`src/hdl/leb_pkg.sv`:
```
// ----------------------------------------------------------------------------
// LEB128 encoder package
// Shared types and constants for the front, queue and back of the encoder.
// ----------------------------------------------------------------------------
package leb_pkg;

  // Encoding modes carried on the action field.
  typedef enum logic [1:0] {
    MODE_U32 = 2'd0,
    MODE_U64 = 2'd1,
    MODE_S32 = 2'd2,
    MODE_S64 = 2'd3
  } mode_t;

  // Longest encoding of a 64-bit value, in bytes.
  localparam int MAX_BYTES = 10;
  localparam int CNT_W     = $clog2(MAX_BYTES);

  // Depth of the queue between front and back.
  localparam int QUEUE_DEPTH = 2;
  localparam int QPTR_W      = $clog2(QUEUE_DEPTH);

  localparam logic [6:0] GROUP_MASK = 7'h7F;
  localparam logic [7:0] CONT_BIT   = 8'h80;

  // One classified item: value already widened to 64 bits.
  typedef struct packed {
    logic [63:0] value;
    logic        is_signed;
    logic        neg;
  } item_t;

endpackage

```
`src/hdl/leb_front.sv`:
```
// ----------------------------------------------------------------------------
// LEB128 encoder front
// Accepts input beats, decodes the mode and widens the value to 64 bits.
// ----------------------------------------------------------------------------
module leb_front (
  input  logic          clk,
  input  logic          rst,
  input  logic          item_valid,
  output logic          item_stall,
  input  logic [1:0]    action,
  input  logic [63:0]   value,
  output logic          push,
  output leb_pkg::item_t push_item,
  input  logic          q_full
);
  import leb_pkg::*;

  logic  f_vld;
  item_t f_item;
  item_t cls;
  logic  accept;

  // Classify the incoming beat by mode.
  always_comb begin
    cls = '0;
    case (mode_t'(action))
      MODE_U32: begin
        cls.value = {32'h0, value[31:0]};
      end
      MODE_U64: begin
        cls.value = value;
      end
      MODE_S32: begin
        cls.value     = {{32{value[31]}}, value[31:0]};
        cls.is_signed = 1'b1;
        cls.neg       = value[31];
      end
      MODE_S64: begin
        cls.value     = value;
        cls.is_signed = 1'b1;
        cls.neg       = value[63];
      end
      default: begin
        cls = '0;
      end
    endcase
  end

  assign item_stall = f_vld && q_full;
  assign accept     = item_valid && !item_stall;
  assign push       = f_vld && !q_full;
  assign push_item  = f_item;

  // Holding register in front of the queue.
  always_ff @(posedge clk) begin
    if (rst) begin
      f_vld <= 1'b0;
    end else if (accept) begin
      f_vld <= 1'b1;
    end else if (push) begin
      f_vld <= 1'b0;
    end
  end

  always_ff @(posedge clk) begin
    if (accept) begin
      f_item <= cls;
    end
  end

endmodule

```
`src/hdl/leb_queue.sv`:
```
// ----------------------------------------------------------------------------
// LEB128 encoder queue
// Short FIFO of classified items between the front and the back.
// ----------------------------------------------------------------------------
module leb_queue (
  input  logic           clk,
  input  logic           rst,
  input  logic           push,
  input  leb_pkg::item_t push_item,
  output logic           q_full,
  input  logic           pop,
  output logic           q_valid,
  output leb_pkg::item_t q_item
);
  import leb_pkg::*;

  item_t              entries [QUEUE_DEPTH];
  logic [QPTR_W-1:0]  wr_ptr;
  logic [QPTR_W-1:0]  rd_ptr;
  logic [QPTR_W:0]    count;

  localparam logic [QPTR_W-1:0] LAST_PTR = QPTR_W'(QUEUE_DEPTH - 1);
  localparam logic [QPTR_W:0]   FULL_CNT = (QPTR_W + 1)'(QUEUE_DEPTH);

  assign q_full  = (count == FULL_CNT);
  assign q_valid = (count != '0);
  assign q_item  = entries[rd_ptr];

  // Pointer and fill count upkeep.
  always_ff @(posedge clk) begin
    if (rst) begin
      wr_ptr <= '0;
      rd_ptr <= '0;
      count  <= '0;
    end else begin
      if (push) begin
        wr_ptr <= (wr_ptr == LAST_PTR) ? '0 : wr_ptr + 1'b1;
      end
      if (pop) begin
        rd_ptr <= (rd_ptr == LAST_PTR) ? '0 : rd_ptr + 1'b1;
      end
      if (push && !pop) begin
        count <= count + 1'b1;
      end else if (pop && !push) begin
        count <= count - 1'b1;
      end
    end
  end

  // Entry storage.
  always_ff @(posedge clk) begin
    if (push) begin
      entries[wr_ptr] <= push_item;
    end
  end

endmodule

```
`src/hdl/leb_back.sv`:
```
// ----------------------------------------------------------------------------
// LEB128 encoder back
// Shifts one item out seven bits at a time into a registered output beat.
// ----------------------------------------------------------------------------
module leb_back (
  input  logic           clk,
  input  logic           rst,
  input  logic           q_valid,
  input  leb_pkg::item_t q_item,
  output logic           pop,
  output logic           byte_valid,
  input  logic           byte_stall,
  output logic [7:0]     out_byte,
  output logic           last
);
  import leb_pkg::*;

  localparam logic [CNT_W-1:0] LAST_CNT = CNT_W'(MAX_BYTES - 1);

  logic             busy;
  logic [63:0]      rem;
  logic             is_signed;
  logic             neg;
  logic [CNT_W-1:0] cnt;

  logic [6:0]  grp;
  logic [63:0] rem_next;
  logic        done;
  logic        fin;
  logic        advance;

  // Next group, shifted remainder and stop test.
  always_comb begin
    grp      = rem[6:0] & GROUP_MASK;
    rem_next = {{7{neg}}, rem[63:7]};
    if (is_signed) begin
      done = ((rem_next == '0) && !grp[6]) || ((rem_next == '1) && grp[6]);
    end else begin
      done = (rem_next == '0);
    end
    fin = done || (cnt == LAST_CNT);
  end

  assign advance = busy && (!byte_valid || !byte_stall);
  assign pop     = q_valid && !busy;

  // Sequencer over the groups of one item.
  always_ff @(posedge clk) begin
    if (rst) begin
      busy <= 1'b0;
    end else if (pop) begin
      busy <= 1'b1;
    end else if (advance && fin) begin
      busy <= 1'b0;
    end
  end

  always_ff @(posedge clk) begin
    if (pop) begin
      rem       <= q_item.value;
      is_signed <= q_item.is_signed;
      neg       <= q_item.neg;
      cnt       <= '0;
    end else if (advance) begin
      rem <= rem_next;
      cnt <= cnt + 1'b1;
    end
  end

  // Output beat register.
  always_ff @(posedge clk) begin
    if (rst) begin
      byte_valid <= 1'b0;
    end else if (advance) begin
      byte_valid <= 1'b1;
    end else if (!byte_stall) begin
      byte_valid <= 1'b0;
    end
  end

  always_ff @(posedge clk) begin
    if (advance) begin
      out_byte <= fin ? {1'b0, grp} : (CONT_BIT | {1'b0, grp});
      last     <= fin;
    end
  end

endmodule

```
`src/hdl/leb128_encoder.sv`:
```
// An accepted input beat passes through the front register, the queue and the
// shift unit before its first output byte is loaded.
// An item encoding to n bytes (1 to 10) holds the shift unit in the back until
// its last byte is loaded; only then is the next item loaded from the queue.
// Reset (synchronous, active high) empties the front register, the queue and
// the output register; no storage is cleared.
// ----------------------------------------------------------------------------
// LEB128 encoder
// Encodes 32/64-bit unsigned or signed integers into LEB128 byte runs.
// ----------------------------------------------------------------------------
module leb128_encoder (
  input  logic        clk,
  input  logic        rst,
  input  logic        item_valid,
  output logic        item_stall,
  input  logic [1:0]  action,
  input  logic [63:0] value,
  output logic        byte_valid,
  input  logic        byte_stall,
  output logic [7:0]  out_byte,
  output logic        last
);
  import leb_pkg::*;

  logic  push;
  item_t push_item;
  logic  q_full;
  logic  pop;
  logic  q_valid;
  item_t q_item;

  // Front: accept and classify.
  leb_front u_front (
    .clk        (clk),
    .rst        (rst),
    .item_valid (item_valid),
    .item_stall (item_stall),
    .action     (action),
    .value      (value),
    .push       (push),
    .push_item  (push_item),
    .q_full     (q_full)
  );

  // Queue between the two halves.
  leb_queue u_queue (
    .clk       (clk),
    .rst       (rst),
    .push      (push),
    .push_item (push_item),
    .q_full    (q_full),
    .pop       (pop),
    .q_valid   (q_valid),
    .q_item    (q_item)
  );

  // Back: emit bytes.
  leb_back u_back (
    .clk        (clk),
    .rst        (rst),
    .q_valid    (q_valid),
    .q_item     (q_item),
    .pop        (pop),
    .byte_valid (byte_valid),
    .byte_stall (byte_stall),
    .out_byte   (out_byte),
    .last       (last)
  );

endmodule

```
`config.mk`:
```
export PLATFORM = sky130hd
export DESIGN_NAME = leb128_encoder
export DESIGN_NICKNAME = d
export VERILOG_FILES = /design/src/hdl/leb_pkg.sv /design/src/hdl/leb_front.sv /design/src/hdl/leb_queue.sv /design/src/hdl/leb_back.sv /design/src/hdl/leb128_encoder.sv
export SDC_FILE = /design/constraint.sdc
export NUM_CORES = 1
export LEC_CHECK = 0
export ABC_AREA = 1
export BUFFER_PORTS_ARGS = -buffer_cell sky130_fd_sc_hd__buf_4
export CAP_MARGIN = 20
export CORE_MARGIN = 5
export CORE_UTILIZATION = 40
export DETAILED_ROUTE_END_ITERATION = 8
export PLACE_DENSITY_LB_ADDON = 0.05
export SETUP_SLACK_MARGIN = 0.1
export SLEW_MARGIN = 30
export SYNTH_ARGS = -nofsm -noshare
export SYNTH_HDL_FRONTEND = slang
export SYNTH_SLANG_ARGS = --single-unit
```
`constraint.sdc`:
```
create_clock -name clk -period 8.7 [get_ports clk]
set_input_delay 0.435 -clock clk [delete_from_list [all_inputs] [get_ports clk]]
set_output_delay 0.435 -clock clk [all_outputs]
set_load 0.005 [all_outputs]
```
==> impl_metrics.json <==
{
  "final_cell_count_no_fill": 1356,
  "numCtsBuffers": 30,
  "antenna_found_initial": 0,
  "die_height_um": 176,
  "timing.setup.tns_ns": 0,
  "num-fill-cells": 2460,
  "rsz0062_at_grt": "no",
  "max_clock_freq_mhz": 383,
  "start_util_pct": 40.8,
  "wl_per_cell_um": 14.9,
  "syn-num-nets": 949,
  "antenna_left": 0,
  "vias": 6160,
  "synth_top_cell_by_area": "edfxtp_1",
  "drcViolationCount": 0,
  "syn_to_final_growth_pct": 18.2,
  "place_congestion": 0.745,
  "yosys.area_share.adder_pct": 0.339,
  "rows": 60,
  "relSlewSlack_pct": 40.8,
  "cap_violations": 0,
  "n_antenna_cell": 0,
  "grt_pass1_vias": 6128,
  "drtPass1Iterations": 4,
  "synth.yosys.seq_area_share_pct": 76.2,
  "path_clk_slew_ns": 0.06,
  "clk_latency_ns": 0.54,
  "syn_inst": 876,
  "synthSimpleGateAreaFrac_pct": 11.0,
  "grt-ovfl-total": 0,
  "hold_viol": 0,
  "peakVddDrop_v": 0.000162,
  "cts_resized": 0,
  "layout.nets": 1034,
  "dp_hpwl_mm": 12.2,
  "period_needed_ns": 2.61,
  "final_layout_size_suffix_gt1_share_pct": 16.9,
  "htreeDepth": 1,
  "drt_iter0_drc": 354,
  "hold_class": "in2reg",
  "grt.total_usage_pct": 13.2,
  "num_io_pins": 81,
  "required_ns": 9.12,
  "p_leak_nw": 5.02,
  "drv_slew": 0,
  "worst_setup_path_end_kind": "register",
  "yosysTopAreaCellShare_pct": 74.1,
  "skew_ns": 0.00789,
  "worstMarginPinSlew_ns": 0.888,
  "synth_top_family_by_area": "simple AND/OR/NAND/NOR gates",
  "setup_viol": 0,
  "cts_sinks": 285,
  "netlist_top_cells_area": "edfxtp_1 (74%), nand2_1 (7.7%), o21ai_0 (5.0%)",
  "yosysWarningCount": 0,
  "io_buffer_count": 80,
  "dieWidth_um": 176,
  "crit_fanout": 67,
  "synth_most_common_cell": "edfxtp_1",
  "cts_max_path_buffers": 3,
  "fin_hold_ws_ns": 0.0692,
  "start_kind": "register",
  "synth_area_per_cell_um2": 12.6,
  "synth_mux_area_share_pct": 0.204,
  "synth-edff-count": 273,
  "synthArstFlopShare_pct": 0,
  "totalWireLength_mm": 20.2,
  "root_buffer": "clkbuf_16",
  "syn_area_um2": 11100,
  "synth-xor-area-share_pct": 0,
  "cts_tree": "built",
  "cts.hold.buffers_added": 0,
  "path_class": "reg2reg",
  "grt_max_degree": 131,
  "grt_pass1_wl_mm": 32.9,
  "ys.flop_type": "edfxtp_1",
  "final.setup.worst_slack_ns": 6.09,
  "arrival_ns": 3.03,
  "finalCritPeriodShare_pct": 30.0,
  "yosysUniqueCellTypes": 26,
  "fp.dieArea_um2": 31100,
  "synth_seq_cells": 285,
  "dp_cells": 1300,
  "core_area_um2": 27100,
  "utilization_pct": 48.3,
  "synth-compound-area-share_pct": 7.20,
  "cellPowerDensity_nw_per_um2": 328,
  "place_ws_ns": 6.17,
  "status": "finished, final reports clean",
  "synth.top_cells.by_count": "edfxtp_1 (273), nand2_1 (226), o21ai_0 (111)",
  "vias_per_cell": 4.54,
  "cts_setup_buffers": 0
}
worst max-delay path, cell delays in order (launching register included):
cell and delay (ns):
dfxtp_1 0.32, inv_2 0.09, nand2_2 0.08, nand2_4 0.42
buf_4 0.62, ha_1 0.38, a21oi_1 0.12, o21ai_0 0.13
o21ai_0 0.19, a21oi_1 0.07
layout make-up:
type	count	area [um^2]	share of cell area [%]
clock buffer	34	787	6.02
clock inverter	21	224	1.71
inverter	95	357	2.73
multi-input combinational	460	2100	16.0
sequential	285	8440	64.5
tap	372	465	3.56
timing repair buffer	89	708	5.41
state kept, by name (all words and copies together), names as in the netlist, 2 cells and up, named ones only:
name,cells
u_queue.count,2
u_front.push_item,66
u_queue.entries,132
u_back.out_byte,8
u_back.rem,64
u_back.cnt,4
report_power, final:
| group | switching (mW) | internal (mW) |
|---|---|---|
| combinational | 0.589 | 0.267 |
| sequential | 0.175 | 1.96 |
| clock | 0.507 | 0.792 |
| total | 1.27 | 3.02 |
metal layers:
| layer | global-route usage (%) | vias up | part of all wire (%) |
|---|---|---|---|
| li1 | - | 3162 | - |
| met1 | 18.7 | 2872 | 48 |
| met2 | 21.2 | 94 | 46 |
| met3 | 2.18 | 32 | 3.5 |
| met4 | 3.48 | 0 | 2.2 |
| met5 | 0 | - | 0 |
final timing paths:
kind                                       start                 end  slack (ns)  cells past startpoint
worst max-delay path            u_queue.count[0]    u_queue.count[1]        6.09                      9
worst min-delay path                         rst       u_front.f_vld        0.07                      2
worst max register to register  u_queue.count[0]    u_queue.count[1]        6.09                      9
worst min register to register     u_back.rem[3]  u_back.out_byte[3]        0.42                      0
layout by cell type, fill, tap and decap left out, drive strengths merged:
cell type  synthesis  routed
a21boi             1       1
a21oi             11      11
a31oi              1       1
buf               23      89
bufinv             0       5
clkbuf            13      34
clkinv             0      14
clkinvlp           0       2
dfxtp             12      12
edfxtp           273     273
ha                 3       3
inv               95      95
mux2               2       2
nand2            239     239
nand3              4       4
nand3b             1       1
nand4              7       7
nor2              53      53
nor3               1       1
nor3b              1       1
o211ai             4       4
o21ai            132     132
logic make-up (layout without fill, tap and decap cells):
logic type      count (synthesis)  count (layout)
simple gates                  306             306
flops                         285             285
compound gates                149             149
buf+inv                       131             239
fa+ha+maj                       3               3
mux                             2               2
through the flow:
step                instance area (um^2)  power, mW
CTS                                13100       4.36
global route                       13100       4.56
global placement                   12000       3.03
detailed placement                 12000       3.05
finish                             13100       4.29
floorplan                          11100       2.76
Power figures use the tool's default switching activity.
